$ cat src/spa_pkg.sv
// Shared types and constants for the sparse polynomial adder.
// No dependencies; every other file of the block but spa_checker refers to it by scoped names.
package spa_pkg;

	// Store capacity per polynomial and derived index and count widths
	localparam int MAX_TERMS = 32;
	localparam int IDX_W     = $clog2(MAX_TERMS);
	localparam int CNT_W     = $clog2(MAX_TERMS + 1);

	// Field widths
	localparam int COEF_W   = 32;
	localparam int EXP_BITS = 10;

	// Saturation limits of a Q16.16 coefficient
	localparam logic signed [COEF_W-1:0] COEF_MAX = {1'b0, {(COEF_W-1){1'b1}}};
	localparam logic signed [COEF_W-1:0] COEF_MIN = {1'b1, {(COEF_W-1){1'b0}}};

	// Polynomial tag codes
	localparam logic POLY_A = 1'b0;
	localparam logic POLY_B = 1'b1;

	// One stored term
	typedef struct packed {
		logic signed [COEF_W-1:0] coef;
		logic [EXP_BITS-1:0]      expo;
	} term_t;

	// Write request to a term store
	typedef struct packed {
		logic             en;
		logic [IDX_W-1:0] addr;
		term_t            data;
	} store_wr_t;

	// Heads of both lists presented to the merge unit
	typedef struct packed {
		term_t head_a;
		term_t head_b;
		logic  a_ok;
		logic  b_ok;
	} merge_req_t;

	// Decision and result of the merge unit
	typedef struct packed {
		logic signed [COEF_W-1:0] coef;
		logic [EXP_BITS-1:0]      expo;
		logic                     sat;
		logic                     take_a;
		logic                     take_b;
	} merge_res_t;

endpackage

$ cat src/spa_term_store.sv
// Term store for one polynomial: single write port, one registered read port.
// Depends on spa_pkg for the entry type and depth.
module spa_term_store (
	input  logic                      clk,
	input  spa_pkg::store_wr_t        wr,
	input  logic [spa_pkg::IDX_W-1:0] rd_addr,
	output spa_pkg::term_t            rd_data
);

	spa_pkg::term_t mem_q [spa_pkg::MAX_TERMS];
	spa_pkg::term_t rd_data_q;

	// Write port
	always_ff @(posedge clk) begin
		if (wr.en) begin
			mem_q[wr.addr] <= wr.data;
		end
	end

	// Registered read port
	always_ff @(posedge clk) begin
		rd_data_q <= mem_q[rd_addr];
	end

	assign rd_data = rd_data_q;

endmodule

$ cat src/spa_merge_unit.sv
// Shared compare and saturating-add unit: picks the next merged term from two heads.
// Depends on spa_pkg for the request and result structs.
module spa_merge_unit (
	input  spa_pkg::merge_req_t req,
	output spa_pkg::merge_res_t res
);

	logic                              exp_eq;
	logic                              a_gt;
	logic signed [spa_pkg::COEF_W:0]   sum;
	logic                              ovf;

	assign exp_eq = req.head_a.expo == req.head_b.expo;
	assign a_gt   = req.head_a.expo > req.head_b.expo;

	// 33-bit sum is exact; overflow when the top two bits differ
	assign sum = {req.head_a.coef[spa_pkg::COEF_W-1], req.head_a.coef}
	           + {req.head_b.coef[spa_pkg::COEF_W-1], req.head_b.coef};
	assign ovf = sum[spa_pkg::COEF_W] != sum[spa_pkg::COEF_W-1];

	// Equal exponents add, otherwise the larger exponent goes first
	always_comb begin
		res = '0;
		if (req.a_ok && req.b_ok && exp_eq) begin
			res.expo   = req.head_a.expo;
			res.sat    = ovf;
			res.take_a = 1'b1;
			res.take_b = 1'b1;
			if (!ovf) begin
				res.coef = sum[spa_pkg::COEF_W-1:0];
			end else if (sum[spa_pkg::COEF_W]) begin
				res.coef = spa_pkg::COEF_MIN;
			end else begin
				res.coef = spa_pkg::COEF_MAX;
			end
		end else if (!req.b_ok || (req.a_ok && a_gt)) begin
			res.coef   = req.head_a.coef;
			res.expo   = req.head_a.expo;
			res.take_a = 1'b1;
		end else begin
			res.coef   = req.head_b.coef;
			res.expo   = req.head_b.expo;
			res.take_b = 1'b1;
		end
	end

endmodule

$ cat src/spa_sequencer.sv
// Load and merge sequencer: fills the stores, then walks both lists through the
// merge unit and holds each result in the output register. Depends on spa_pkg.
module spa_sequencer (
	input  logic                         clk,
	input  logic                         arst_n,
	// input channel
	input  logic                         in_valid,
	output logic                         in_ready,
	input  logic                         which_poly,
	input  logic signed [31:0]           term_coefficient,
	input  logic [9:0]                   term_exponent,
	input  logic                         last_term,
	// stores
	output spa_pkg::store_wr_t           wr_a,
	output spa_pkg::store_wr_t           wr_b,
	output logic [spa_pkg::IDX_W-1:0]    rd_addr_a,
	output logic [spa_pkg::IDX_W-1:0]    rd_addr_b,
	input  spa_pkg::term_t               rd_data_a,
	input  spa_pkg::term_t               rd_data_b,
	// merge unit
	output spa_pkg::merge_req_t          mreq,
	input  spa_pkg::merge_res_t          mres,
	// output channel
	output logic                         out_valid,
	input  logic                         out_ready,
	output logic signed [31:0]           sum_coefficient,
	output logic [9:0]                   sum_exponent,
	output logic                         saturated,
	output logic                         truncated,
	output logic                         last_result
);

	typedef enum logic [2:0] {
		S_LOAD = 3'b001,
		S_READ = 3'b010,
		S_CALC = 3'b100
	} state_t;

	localparam logic [spa_pkg::CNT_W-1:0] CNT_MAX = spa_pkg::CNT_W'(spa_pkg::MAX_TERMS);

	state_t                     state_q;
	logic [spa_pkg::CNT_W-1:0]  cnt_a_q, cnt_b_q;
	logic [spa_pkg::CNT_W-1:0]  idx_a_q, idx_b_q;
	logic                       done_a_q, done_b_q, dropped_q;

	logic                       out_valid_q;
	logic signed [31:0]         coef_q;
	logic [9:0]                 expo_q;
	logic                       sat_q, trunc_q, last_q;

	logic                       in_beat;
	logic                       sel_done, sel_full;
	logic [spa_pkg::CNT_W-1:0]  sel_cnt;
	logic                       both_done;
	logic                       slot_free;
	logic                       fire;
	logic [spa_pkg::CNT_W-1:0]  idx_a_n, idx_b_n;
	logic                       merge_last;
	spa_pkg::term_t             in_term;

	assign in_ready  = state_q == S_LOAD;
	assign in_beat   = in_valid && in_ready;
	assign sel_done  = (which_poly == spa_pkg::POLY_B) ? done_b_q : done_a_q;
	assign sel_cnt   = (which_poly == spa_pkg::POLY_B) ? cnt_b_q : cnt_a_q;
	assign sel_full  = sel_cnt >= CNT_MAX;
	assign both_done = ((which_poly == spa_pkg::POLY_A) ? last_term : done_a_q)
	                && ((which_poly == spa_pkg::POLY_B) ? last_term : done_b_q)
	                && !sel_done;

	assign in_term.coef = term_coefficient;
	assign in_term.expo = term_exponent[spa_pkg::EXP_BITS-1:0];

	// Store writes on an accepted beat for an open, non-full list
	always_comb begin
		wr_a      = '0;
		wr_b      = '0;
		wr_a.data = in_term;
		wr_b.data = in_term;
		wr_a.addr = cnt_a_q[spa_pkg::IDX_W-1:0];
		wr_b.addr = cnt_b_q[spa_pkg::IDX_W-1:0];
		wr_a.en   = in_beat && !sel_done && !sel_full && (which_poly == spa_pkg::POLY_A);
		wr_b.en   = in_beat && !sel_done && !sel_full && (which_poly == spa_pkg::POLY_B);
	end

	// Read addresses follow the list heads
	assign rd_addr_a = idx_a_q[spa_pkg::IDX_W-1:0];
	assign rd_addr_b = idx_b_q[spa_pkg::IDX_W-1:0];

	assign mreq.head_a = rd_data_a;
	assign mreq.head_b = rd_data_b;
	assign mreq.a_ok   = idx_a_q < cnt_a_q;
	assign mreq.b_ok   = idx_b_q < cnt_b_q;

	// Merge step fires when the output register is free or being emptied
	assign slot_free  = !out_valid_q || out_ready;
	assign fire       = (state_q == S_CALC) && slot_free;
	assign idx_a_n    = idx_a_q + spa_pkg::CNT_W'(mres.take_a);
	assign idx_b_n    = idx_b_q + spa_pkg::CNT_W'(mres.take_b);
	assign merge_last = !(idx_a_n < cnt_a_q) && !(idx_b_n < cnt_b_q);

	// Sequencer and list bookkeeping
	always_ff @(posedge clk or negedge arst_n) begin
		if (!arst_n) begin
			state_q   <= S_LOAD;
			cnt_a_q   <= '0;
			cnt_b_q   <= '0;
			idx_a_q   <= '0;
			idx_b_q   <= '0;
			done_a_q  <= 1'b0;
			done_b_q  <= 1'b0;
			dropped_q <= 1'b0;
		end else begin
			unique case (state_q)
				S_LOAD: begin
					if (in_beat && !sel_done) begin
						if (sel_full) begin
							dropped_q <= 1'b1;
						end else if (which_poly == spa_pkg::POLY_B) begin
							cnt_b_q <= cnt_b_q + spa_pkg::CNT_W'(1);
						end else begin
							cnt_a_q <= cnt_a_q + spa_pkg::CNT_W'(1);
						end
						if (last_term) begin
							if (which_poly == spa_pkg::POLY_B) begin
								done_b_q <= 1'b1;
							end else begin
								done_a_q <= 1'b1;
							end
						end
						if (both_done) begin
							idx_a_q <= '0;
							idx_b_q <= '0;
							state_q <= S_READ;
						end
					end
				end
				S_READ: begin
					state_q <= S_CALC;
				end
				S_CALC: begin
					if (fire) begin
						idx_a_q <= idx_a_n;
						idx_b_q <= idx_b_n;
						if (merge_last) begin
							cnt_a_q   <= '0;
							cnt_b_q   <= '0;
							done_a_q  <= 1'b0;
							done_b_q  <= 1'b0;
							dropped_q <= 1'b0;
							state_q   <= S_LOAD;
						end else begin
							state_q <= S_READ;
						end
					end
				end
				default: begin
					state_q <= S_LOAD;
				end
			endcase
		end
	end

	// Output register valid
	always_ff @(posedge clk or negedge arst_n) begin
		if (!arst_n) begin
			out_valid_q <= 1'b0;
		end else if (fire) begin
			out_valid_q <= 1'b1;
		end else if (out_ready) begin
			out_valid_q <= 1'b0;
		end
	end

	// Output register payload
	always_ff @(posedge clk) begin
		if (fire) begin
			coef_q  <= mres.coef;
			expo_q  <= 10'(mres.expo);
			sat_q   <= mres.sat;
			trunc_q <= merge_last && dropped_q;
			last_q  <= merge_last;
		end
	end

	assign out_valid       = out_valid_q;
	assign sum_coefficient = coef_q;
	assign sum_exponent    = expo_q;
	assign saturated       = sat_q;
	assign truncated       = trunc_q;
	assign last_result     = last_q;

endmodule

$ cat src/sparse_polynomial_adder_core.sv
// Top level of the sparse polynomial adder: two term stores, sequencer, merge unit.
// Depends on spa_pkg, spa_term_store, spa_merge_unit and spa_sequencer.
//
//  channel | handshake            | payload
//  --------+----------------------+---------------------------------------------------
//  in      | in_valid / in_ready  | which_poly, term_coefficient, term_exponent,
//          |                      | last_term
//  out     | out_valid/ out_ready | sum_coefficient, sum_exponent, saturated,
//          |                      | truncated, last_result
//
// Loading accepts one term beat per cycle. After the beat that closes both lists the
// merge produces each result through a store read step, then a compare/add step,
// because the read port of the term stores is registered; in_ready is low during merge.
// Reset clears counts, flags and the sequencer; the stores are not cleared and are
// only read where written. A stalled result holds the merge in its compare step.
module sparse_polynomial_adder_core (
	input  logic               clk,
	input  logic               arst_n,
	input  logic               in_valid,
	output logic               in_ready,
	input  logic               which_poly,
	input  logic signed [31:0] term_coefficient,
	input  logic [9:0]         term_exponent,
	input  logic               last_term,
	output logic               out_valid,
	input  logic               out_ready,
	output logic signed [31:0] sum_coefficient,
	output logic [9:0]         sum_exponent,
	output logic               saturated,
	output logic               truncated,
	output logic               last_result
);

	spa_pkg::store_wr_t            wr_a, wr_b;
	logic [spa_pkg::IDX_W-1:0]     rd_addr_a, rd_addr_b;
	spa_pkg::term_t                rd_data_a, rd_data_b;
	spa_pkg::merge_req_t           mreq;
	spa_pkg::merge_res_t           mres;

	spa_term_store u_store_a (
		.clk     (clk),
		.wr      (wr_a),
		.rd_addr (rd_addr_a),
		.rd_data (rd_data_a)
	);

	spa_term_store u_store_b (
		.clk     (clk),
		.wr      (wr_b),
		.rd_addr (rd_addr_b),
		.rd_data (rd_data_b)
	);

	spa_merge_unit u_merge (
		.req (mreq),
		.res (mres)
	);

	spa_sequencer u_seq (
		.clk              (clk),
		.arst_n           (arst_n),
		.in_valid         (in_valid),
		.in_ready         (in_ready),
		.which_poly       (which_poly),
		.term_coefficient (term_coefficient),
		.term_exponent    (term_exponent),
		.last_term        (last_term),
		.wr_a             (wr_a),
		.wr_b             (wr_b),
		.rd_addr_a        (rd_addr_a),
		.rd_addr_b        (rd_addr_b),
		.rd_data_a        (rd_data_a),
		.rd_data_b        (rd_data_b),
		.mreq             (mreq),
		.mres             (mres),
		.out_valid        (out_valid),
		.out_ready        (out_ready),
		.sum_coefficient  (sum_coefficient),
		.sum_exponent     (sum_exponent),
		.saturated        (saturated),
		.truncated        (truncated),
		.last_result      (last_result)
	);

endmodule

$ cat config.mk
export PLATFORM = sky130hd
export DESIGN_NAME = sparse_polynomial_adder_core
export DESIGN_NICKNAME = d
export VERILOG_FILES = /design/src/spa_pkg.sv /design/src/spa_term_store.sv /design/src/spa_merge_unit.sv /design/src/spa_sequencer.sv /design/src/sparse_polynomial_adder_core.sv
export SDC_FILE = /design/constraint.sdc
export NUM_CORES = 2
export LEC_CHECK = 0
export BUFFER_PORTS_ARGS = -buffer_cell sky130_fd_sc_hd__buf_2
export CAP_MARGIN = 20
export CORE_ASPECT_RATIO = 0.9
export CORE_UTILIZATION = 60
export CTS_CLUSTER_SIZE = 28
export DETAILED_ROUTE_END_ITERATION = 10
export GPL_ROUTABILITY_DRIVEN = 0
export PLACE_DENSITY = 0.76
export SLEW_MARGIN = 20
export SYNTH_ARGS = -nofsm -noshare
export SYNTH_HDL_FRONTEND = slang
export SYNTH_SLANG_ARGS = --single-unit
$ cat constraint.sdc
create_clock -name clk -period 4.71 [get_ports clk]
set_clock_uncertainty 0.05 [all_clocks]
set_input_delay 0.471 -clock clk [delete_from_list [all_inputs] [get_ports clk]]
set_output_delay 0.471 -clock clk [all_outputs]
set_load 0.05 [all_outputs]
Yosys cells after proc, flatten, opt, wreduce, memory -nomap -nowiden
Memories as Yosys holds them, arrays and structs flattened. A register that Yosys moved wholly into a read port is not among the register bits.
Index checks and enable logic that the tools add are counted.
{"block": "totals", "reg_bits": 76, "ram_bits": 2688, "input_bits": 48, "output_inout_bits": 47, "mem_count": 2}
{"memory": "u_store_a.mem_q", "words": 32, "word_bits": 42, "rd": 1, "rd_ports_with_merged_regs": 1, "wr": 1, "line": "spa_term_store.sv:10", "rtl": "spa_pkg::term_t mem_q [spa_pkg::MAX_TERMS];"}
{"memory": "u_store_b.mem_q", "words": 32, "word_bits": 42, "rd": 1, "rd_ports_with_merged_regs": 1, "wr": 1, "line": "spa_term_store.sv:10"}
{"block": "classes", "n_addsub": 5, "order_cmp": 6, "n_eq_ne": 14, "mux": 51, "bitwise": 1, "reduce_logical": 30}
{"cell": "$mux W42", "n": 2}
{"cell": "$mux W6", "n": 13}
{"cell": "$mux W32", "n": 2}
{"cell": "$pmux W6 S2", "n": 4}
{"cell": "$add A32 B32 Y33", "n": 1}
{"cell": "$lt A6 B6 Y1", "n": 4}
{"cell": "$reduce_and A6 Y1", "n": 4}
{"cell": "$mux W1", "n": 21}
{"cell": "$ne A2 B2 Y1 const B", "n": 7}
{"cell": "$logic_and A1 B1 Y1", "n": 13}
{"cell": "$add A6 B1 Y6", "n": 2}
{"cell": "$add A6 B1 Y6 const B", "n": 2}
{"cell": "$eq A10 B10 Y1", "n": 1}
{"cell": "$gt A10 B10 Y1", "n": 1}
{"cell": "$mux W3", "n": 3}
{"cell": "$pmux W3 S3", "n": 1}
{"cell": "$ge A6 B6 Y1 const B", "n": 1}
{"cell": "$logic_not A1 Y1", "n": 6}
{"cell": "$pmux W1 S2", "n": 3}
{"cell": "$reduce_and A5 Y1", "n": 1}
{"cell": "$mux W2", "n": 2}
{"cell": "$ne A2 B1 Y1 const B", "n": 2}
{"cell": "$reduce_and A4 Y1", "n": 1}
{"cell": "$reduce_bool A2 Y1", "n": 2}
{"cell": "other kinds (7)", "n": 8}

Logic depth before layout (Yosys ltp)
{"block": "depth", "word_depth": 12, "ltp_mapped": 20}

Cells and area by module
A second synthesis with hierarchy kept.
{"block": "unflattened", "hier_cells": 6805, "area_unflattened_um2": 114237.1}
{"module": "spa_term_store (u_store_b)", "instances": 1, "cells_per_inst": 2953, "area_each_um2": 53202.3, "seq_area_each_um2": 41199.5}
{"module": "spa_term_store (u_store_a)", "instances": 1, "cells_per_inst": 2953, "area_each_um2": 53188.5, "seq_area_each_um2": 41199.5}
{"module": "spa_sequencer", "instances": 1, "cells_per_inst": 452, "area_each_um2": 4934.7, "seq_area_each_um2": 2128.3}
{"module": "spa_merge_unit", "instances": 1, "cells_per_inst": 447, "area_each_um2": 2911.5, "seq_area_each_um2": 0.0}

Worst setup path before layout
No wires, ideal clock.
{"block": "synth_path", "path_kind": "reg-to-reg", "start": "reg u_seq.state_q[0]", "end": "mem u_store_b.mem_q[31][0] (netlist name) (enable)", "t_arrival_ns": 3.890, "path_slack_ns": 0.329, "path_stages_with_launch": 7, "path_buffers": 0, "path_cell_list": "dfstp_2 > or3b_2 > clkinv_1 > nand3_1 > nor2_1 > nand2_1 > nor2_1"}
{"block": "synth_between", "elab_chain_len": 7}
{"item": "start, declared", "line": "spa_sequencer.sv:41", "rtl": "state_t state_q;"}
{"item": "start signal, assigned", "line": "spa_sequencer.sv:104", "rtl": "state_q <= S_LOAD;"}
{"item": "start signal, assigned", "line": "spa_sequencer.sv:133", "rtl": "state_q <= S_READ;"}
{"item": "start signal, assigned", "line": "spa_sequencer.sv:138", "rtl": "state_q <= S_CALC;"}
{"item": "$eq A3 B1 Y1", "line": "spa_sequencer.sv:61", "rtl": "assign in_ready = state_q == S_LOAD;"}
{"item": "named net in_ready", "line": "sparse_polynomial_adder_core.sv:20", "rtl": "output logic in_ready,"}
{"item": "$logic_and A1 B1 Y1", "line": "spa_sequencer.sv:62", "rtl": "assign in_beat = in_valid && in_ready;"}
{"item": "$logic_and A1 B1 Y1 (3 in series)", "line": "spa_sequencer.sv:82", "rtl": "wr_b.en = in_beat && !sel_done && !sel_full && (which_poly == spa_pkg::POLY_B);"}
{"item": "$mux W1", "line": "spa_term_store.sv:15", "rtl": "if (wr.en) begin"}
{"item": "$mux W1 (implied by the code)", "line": "spa_term_store.sv:16", "rtl": "mem_q[wr.addr] <= wr.data;"}
{"item": "end, declared", "line": "spa_term_store.sv:10"}
The timed path passes the listed nets, and every way through them passes these cells.

Worst setup path after layout
{"block": "layout_path", "start": "reg u_seq.idx_a_q[2] (netlist name)", "end": "reg u_seq.cnt_a_q[4] (netlist name)"}
{"block": "layout_between", "elab_chain_len": 11, "elab_cells_between_ends": 17, "cone_classes": "add/sub (2); order compare (3); eq/ne (1); mux (3); reduce/logical (8)"}
{"item": "start, declared", "line": "spa_sequencer.sv:43", "rtl": "logic [spa_pkg::CNT_W-1:0] idx_a_q, idx_b_q;"}
{"item": "start signal, assigned", "line": "spa_sequencer.sv:142", "rtl": "idx_a_q <= idx_a_n;"}
{"item": "$lt A6 B6 Y1", "line": "spa_sequencer.sv:91", "rtl": "assign mreq.a_ok = idx_a_q < cnt_a_q;"}
{"item": "$logic_and A1 B1 Y1", "line": "spa_merge_unit.sv:36", "rtl": "end else if (!req.b_ok || (req.a_ok && a_gt)) begin"}
{"item": "$logic_or A1 B1 Y1", "line": "spa_merge_unit.sv:36"}
{"item": "$mux W1", "line": "spa_merge_unit.sv:36"}
{"item": "$mux W2", "line": "spa_merge_unit.sv:24", "rtl": "if (req.a_ok && req.b_ok && exp_eq) begin"}
{"item": "$add A6 B1 Y6, on equally long branches", "line": "spa_sequencer.sv:97, spa_sequencer.sv:98"}
{"item": "$lt A6 B6 Y1", "line": "spa_sequencer.sv:99", "rtl": "assign merge_last = !(idx_a_n < cnt_a_q) && !(idx_b_n < cnt_b_q);"}
{"item": "$logic_not A1 Y1", "line": "spa_sequencer.sv:99"}
{"item": "$logic_and A1 B1 Y1 (*)", "line": "spa_sequencer.sv:99"}
{"item": "$ne A2 B1 Y1 (no line) (*)"}
{"item": "$reduce_and A6 Y1 (no line) (*)"}
{"item": "end signal, assigned", "line": "spa_sequencer.sv:121", "rtl": "cnt_a_q <= cnt_a_q + spa_pkg::CNT_W'(1);"}
{"item": "end, declared", "line": "spa_sequencer.sv:42", "rtl": "logic [spa_pkg::CNT_W-1:0] cnt_a_q, cnt_b_q;"}
Mark *: on every way between the ends. The rest lies on a longest branch, timed or not.
A chain may end at the register's enable or synchronous reset.

==> impl_metrics.prom <==
# TYPE chip_impl_metric gauge
chip_impl_info{name="result_of_the_run",value="finished clean"} 1
chip_impl_metric{name="synth_sequential_area_ratio",unit="%"} 76.2
chip_impl_metric{name="gr-usage-all-layers",unit="%"} 30.6
chip_impl_metric{name="max-slew-margin-rel",unit="%"} 18.8
chip_impl_metric{name="drt_wl_total",unit="mm"} 285
chip_impl_metric{name="starting_density_of_the_core",unit="%"} 60.4
chip_impl_metric{name="report.power.total",unit="mW"} 53.9
chip_impl_metric{name="hold_slack",unit="ns"} 0.0348
chip_impl_metric{name="drtAntennaViolNets",unit=""} 0
chip_impl_metric{name="synth_top_area_share",unit="%"} 74.0
chip_impl_metric{name="p_comb_share",unit="%"} 7.8
chip_impl_info{name="most-common-layout-cells",value="2733 x sky130_fd_sc_hd__edfxtp_1, 588 x sky130_fd_sc_hd__mux4_2, 298 x sky130_fd_sc_hd__clkbuf_16"} 1
chip_impl_metric{name="synthDistinctLibCells",unit=""} 82
chip_impl_metric{name="timing_worst_slew_pin_value",unit="ns"} 1.22
chip_impl_metric{name="standard_cell_core_area",unit="sq um"} 183000
chip_impl_info{name="worstHoldPathType",value="in -> reg"} 1
chip_impl_metric{name="timing.final.crit_share",unit="%"} 91.6
chip_impl_metric{name="share_clk_of_total_power",unit="%"} 40.3
chip_impl_metric{name="worst_hold_path.num_cells",unit=""} 1
chip_impl_info{name="clock-root-buffer",value="sky130_fd_sc_hd__clkbuf_16"} 1
chip_impl_metric{name="syn_inst",unit=""} 5392
chip_impl_metric{name="net-switching-power",unit="mW"} 11.6
chip_impl_metric{name="clkSinkCount",unit=""} 2848
chip_impl_metric{name="tns_setup",unit="ns"} 0
chip_impl_metric{name="rows",unit=""} 149
chip_impl_metric{name="max-cap-violations",unit=""} 0
chip_impl_metric{name="final-hold-violation-count",unit=""} 0
chip_impl_metric{name="tritoncts.num_buffers",unit=""} 287
chip_impl_metric{name="overflow",unit=""} 0
chip_impl_metric{name="warnings_from_yosys",unit=""} 0
chip_impl_metric{name="vdd.ir_drop.worst",unit="V"} 0.000437
chip_impl_metric{name="yosys.area_share.simple",unit="%"} 1.64
chip_impl_metric{name="switching_share",unit="%"} 21.6
chip_impl_metric{name="p_int",unit="mW"} 42.2
chip_impl_info{name="setup.worst_path.class",value="reg -> reg"} 1
chip_impl_metric{name="required",unit="ns"} 5.46
chip_impl_info{name="synth_top_area_cell",value="sky130_fd_sc_hd__edfxtp_1"} 1
chip_impl_metric{name="power.density",unit="nW/um^2"} 431
chip_impl_info{name="startpoint_type",value="flip-flop"} 1
chip_impl_metric{name="cts_max_path_buffers",unit=""} 4
chip_impl_metric{name="p_leak",unit="nW"} 38.0
chip_impl_metric{name="worst-r2r-cell-count",unit=""} 17
chip_impl_metric{name="synth_compound_gate_area_share",unit="%"} 3.94
chip_impl_metric{name="clock_latency",unit="ns"} 0.92
chip_impl_metric{name="area_share_of_fa_ha_maj_cells_after_synthesis",unit="%"} 0.853
chip_impl_info{name="synth_top_family_by_area",value="multiplexers"} 1
chip_impl_metric{name="detail_route.first_pass.iterations",unit=""} 6
chip_impl_info{name="layout.cells.most_common",value="sky130_fd_sc_hd__edfxtp_1"} 1
chip_impl_metric{name="final-instance-count-excl-fill",unit=""} 8301
chip_impl_metric{name="cts.clk_slew.worst_paths",unit="ns"} 0.06
chip_impl_metric{name="num-nets-final",unit=""} 5798
chip_impl_metric{name="layout_min_cycle_time",unit="ns"} 4.32
chip_impl_metric{name="dp_hpwl",unit="mm"} 144
chip_impl_metric{name="syn_area_per_cell",unit="sq um"} 20.6
chip_impl_metric{name="fin_area",unit="sq um"} 125000
chip_impl_metric{name="yosys.area_share.xor_xnor",unit="%"} 0.284
chip_impl_metric{name="first_global_vias",unit=""} 56909
chip_impl_metric{name="seqPwrFrac",unit="%"} 51.9
chip_impl_info{name="timing.rr.end",value="u_seq.cnt_a_q[4]"} 1
chip_impl_info{name="rsz0062_at_grt",value="false"} 1
chip_impl_info{name="critPathCapture",value="u_seq.cnt_a_q[4]"} 1
chip_impl_info{name="synth_area_leaders",value="sky130_fd_sc_hd__edfxtp_1 74%, sky130_fd_sc_hd__mux4_2 12%, sky130_fd_sc_hd__mux2i_1 2.6%"} 1
chip_impl_metric{name="report.final.setup_viol",unit=""} 0
chip_impl_metric{name="fmax",unit="MHz"} 232
chip_impl_metric{name="synth.ff_latch_count",unit=""} 2848
chip_impl_metric{name="reg2reg_setup_slack",unit="ns"} 0.39
chip_impl_metric{name="detailed_place.area",unit="sq um"} 116000
chip_impl_info{name="cts_tree",value="built"} 1
chip_impl_metric{name="slew_violations",unit=""} 0
chip_impl_metric{name="drc",unit=""} 0
chip_impl_metric{name="grt_max_degree",unit=""} 151
chip_impl_metric{name="netlist_area",unit="sq um"} 111000
chip_impl_metric{name="grt_antenna_before_repair",unit=""} 17
chip_impl_info{name="setup.worst_path.end_class",value="flip-flop"} 1
chip_impl_metric{name="worstPathArrival",unit="ns"} 5.06
chip_impl_metric{name="muxShareOfSynthArea",unit="%"} 15.8
chip_impl_metric{name="critical_path.max_fanout",unit=""} 8
chip_impl_metric{name="drt-wirelength-per-cell",unit="um"} 34.3
chip_impl_metric{name="vias",unit=""} 57245
chip_impl_info{name="startpoint_of_the_worst_slack_reg_to_reg_timing_path",value="u_seq.idx_a_q[2]"} 1
chip_impl_metric{name="dieArea",unit="sq um"} 187000
chip_impl_metric{name="post-place-cells",unit=""} 7795
chip_impl_info{name="timing.critical_path.from",value="u_seq.idx_a_q[2]"} 1
chip_impl_metric{name="port-buffer-count",unit=""} 94
chip_impl_metric{name="routed_via_density",unit=""} 6.90
chip_impl_metric{name="floorplan.die.width",unit="um"} 455
chip_impl_metric{name="ios",unit=""} 95
chip_impl_metric{name="h-tree-depth",unit=""} 5
chip_impl_metric{name="drt_initial_violations",unit=""} 8253
chip_impl_metric{name="grt_pass1_wl",unit="mm"} 403
chip_impl_metric{name="number_of_synthesized_flops_with_an_enable_pin",unit=""} 2733
chip_impl_metric{name="final_layout_size_suffix_gt1_share",unit="%"} 24.9
chip_impl_info{name="synth_top_flop_cell",value="sky130_fd_sc_hd__edfxtp_1"} 1
chip_impl_metric{name="syn-num-nets",unit=""} 5515
chip_impl_metric{name="die_height",unit="um"} 410
chip_impl_metric{name="area_growth",unit="%"} 12.6
chip_impl_metric{name="synth_async_reset_ratio",unit="%"} 1.09
==> power groups by stage <==
stage	combinational, mW	clock (mW)	sequential, mW
5_1_grt	4.48	22.8	27.9
3_3_place_gp	4.07	0	28.5
6_report	4.21	21.7	28.0
4_1_cts	4.20	21.9	28.0
3_5_place_dp	4.15	0	28.5
2_1_floorplan	2.97	0	28.5
==> kinds of logic (layout without fill, tap and decap cells) <==
logic type / after synthesis / in the layout
compound gates: 667 / 667
mux: 1004 / 1004
flops: 2848 / 2848
fa+ha+maj: 75 / 75
buf+inv: 327 / 815
xor+xnor: 36 / 36
simple gates: 435 / 435
other cells: 0 / 5
==> state kept, by name (all words and copies together) (netlist names) <==
signal / count
u_seq.cnt_a_q: 6
u_seq.cnt_b_q: 6
u_seq.done_a_q: 1
u_seq.done_b_q: 1
u_seq.dropped_q: 1
u_seq.idx_a_q: 6
u_seq.idx_b_q: 6
u_seq.last_result: 1
u_seq.out_valid: 1
u_seq.saturated: 1
u_seq.state_q: 3
u_seq.sum_coefficient: 32
u_seq.sum_exponent: 10
u_seq.truncated: 1
u_store_a.mem_q: 1344
u_store_a.rd_data: 42
u_store_b.mem_q: 1344
u_store_b.rd_data: 42
==> critical path, cell delays in order (launching register included) <==
cell	delay (ns)
sky130_fd_sc_hd__dfrtp_4	0.49
sky130_fd_sc_hd__ha_1	0.30
sky130_fd_sc_hd__o21a_1	0.12
sky130_fd_sc_hd__o21ai_0	0.08
sky130_fd_sc_hd__a221oi_1	0.63
sky130_fd_sc_hd__nor2_1	0.13
sky130_fd_sc_hd__nand3_2	0.13
sky130_fd_sc_hd__nand2_1	0.09
sky130_fd_sc_hd__ha_1	0.20
sky130_fd_sc_hd__ha_1	0.25
sky130_fd_sc_hd__xor2_1	0.17
sky130_fd_sc_hd__ha_1	0.31
sky130_fd_sc_hd__a21o_1	0.10
sky130_fd_sc_hd__a21oi_1	0.06
sky130_fd_sc_hd__o21ai_0	0.24
sky130_fd_sc_hd__o211a_1	0.38
sky130_fd_sc_hd__nor2_1	0.16
sky130_fd_sc_hd__a211o_1	0.31
==> synth_stat cells, types with 3 or more instances <==
cell and number:
sky130_fd_sc_hd__edfxtp_1 2733, sky130_fd_sc_hd__buf_2 54, sky130_fd_sc_hd__a22oi_1 6, sky130_fd_sc_hd__a21o_1 15, sky130_fd_sc_hd__dfrtp_1 30, sky130_fd_sc_hd__nand2_1 239, sky130_fd_sc_hd__a22o_1 10, sky130_fd_sc_hd__o31ai_1 5
sky130_fd_sc_hd__mux4_2 588, sky130_fd_sc_hd__a31oi_1 4, sky130_fd_sc_hd__nand3_1 29, sky130_fd_sc_hd__o21ai_1 22, sky130_fd_sc_hd__nor4_1 5, sky130_fd_sc_hd__o21bai_1 4, sky130_fd_sc_hd__a211oi_1 10, sky130_fd_sc_hd__a21boi_1 21
sky130_fd_sc_hd__nor2b_1 3, sky130_fd_sc_hd__buf_1 49, sky130_fd_sc_hd__dfxtp_1 84, sky130_fd_sc_hd__o22ai_1 42, sky130_fd_sc_hd__and2_1 5, sky130_fd_sc_hd__a21boi_0 3, sky130_fd_sc_hd__o21ai_0 168, sky130_fd_sc_hd__nor3_1 10
sky130_fd_sc_hd__mux2i_1 285, sky130_fd_sc_hd__and4_1 3, sky130_fd_sc_hd__and3_1 6, sky130_fd_sc_hd__o21a_1 11, sky130_fd_sc_hd__xor2_1 19, sky130_fd_sc_hd__clkbuf_1 176, sky130_fd_sc_hd__o221ai_1 126, sky130_fd_sc_hd__nand2b_1 11
sky130_fd_sc_hd__nand4_1 8, sky130_fd_sc_hd__ha_1 74, sky130_fd_sc_hd__mux2_2 131, sky130_fd_sc_hd__inv_1 43, sky130_fd_sc_hd__xnor2_1 17, sky130_fd_sc_hd__nor2_1 108, sky130_fd_sc_hd__o211ai_1 12, sky130_fd_sc_hd__a21oi_1 174
==> timing repair <==
| item | in CTS | in global routing |
|---|---|---|
| endpoints found under the setup margin | 0 | 2 |
| buffers inserted | 0 | 0 |
| hold endpoints to repair | 35 | 33 |
| hold buffers | 3 | 2 |
| gates resized for setup | 0 | 1 |
==> per-stage QoR <==
step | utilization (%) | setup slack, ns
finish | 68.1 | 0.395
global route | 68.1 | 0.113
CTS | 68.0 | 0.396
detailed placement | 63.2 | 0.454
global placement | 63.2 | 0.529
floorplan | - | 0.329
==> cell type report <==
cell class	count	area, sq um
Tap cell	2416	3020
Clock inverter	129	1040
Multi-Input combinational cell	2217	25500
Clock buffer	365	7770
Timing Repair Buffer	277	2770
Fill cell	10965	58600
Inverter	44	165
Antenna cell	5	12.5
Sequential cell	2848	84600
==> layer usage <==
metal,vias to the layer above,routed length [um],track usage (%)
li1,22947,-,-
met1,29830,107000,43.2
met2,3757,135000,47.7
met3,691,30000,5.98
met4,20,11700,12.1
met5,-,144,0
==> worst min-delay path by stage <==
stage,startpoint,endpoint,slack [ns]
final,term_coefficient[9],u_store_b.mem_q[25][19],0.03
after global routing,term_coefficient[4],u_store_b.mem_q[24][14],0.04
after detailed placement,u_seq.state_q[0],u_seq.state_q[2],0.46
after global placement,u_seq.state_q[0],u_seq.state_q[2],0.44
after floorplan,arst_n,u_seq.cnt_a_q[0],0.13
after CTS,out_ready,u_seq.out_valid,0.06
Note: power is estimated with default switching activity, not from simulation.
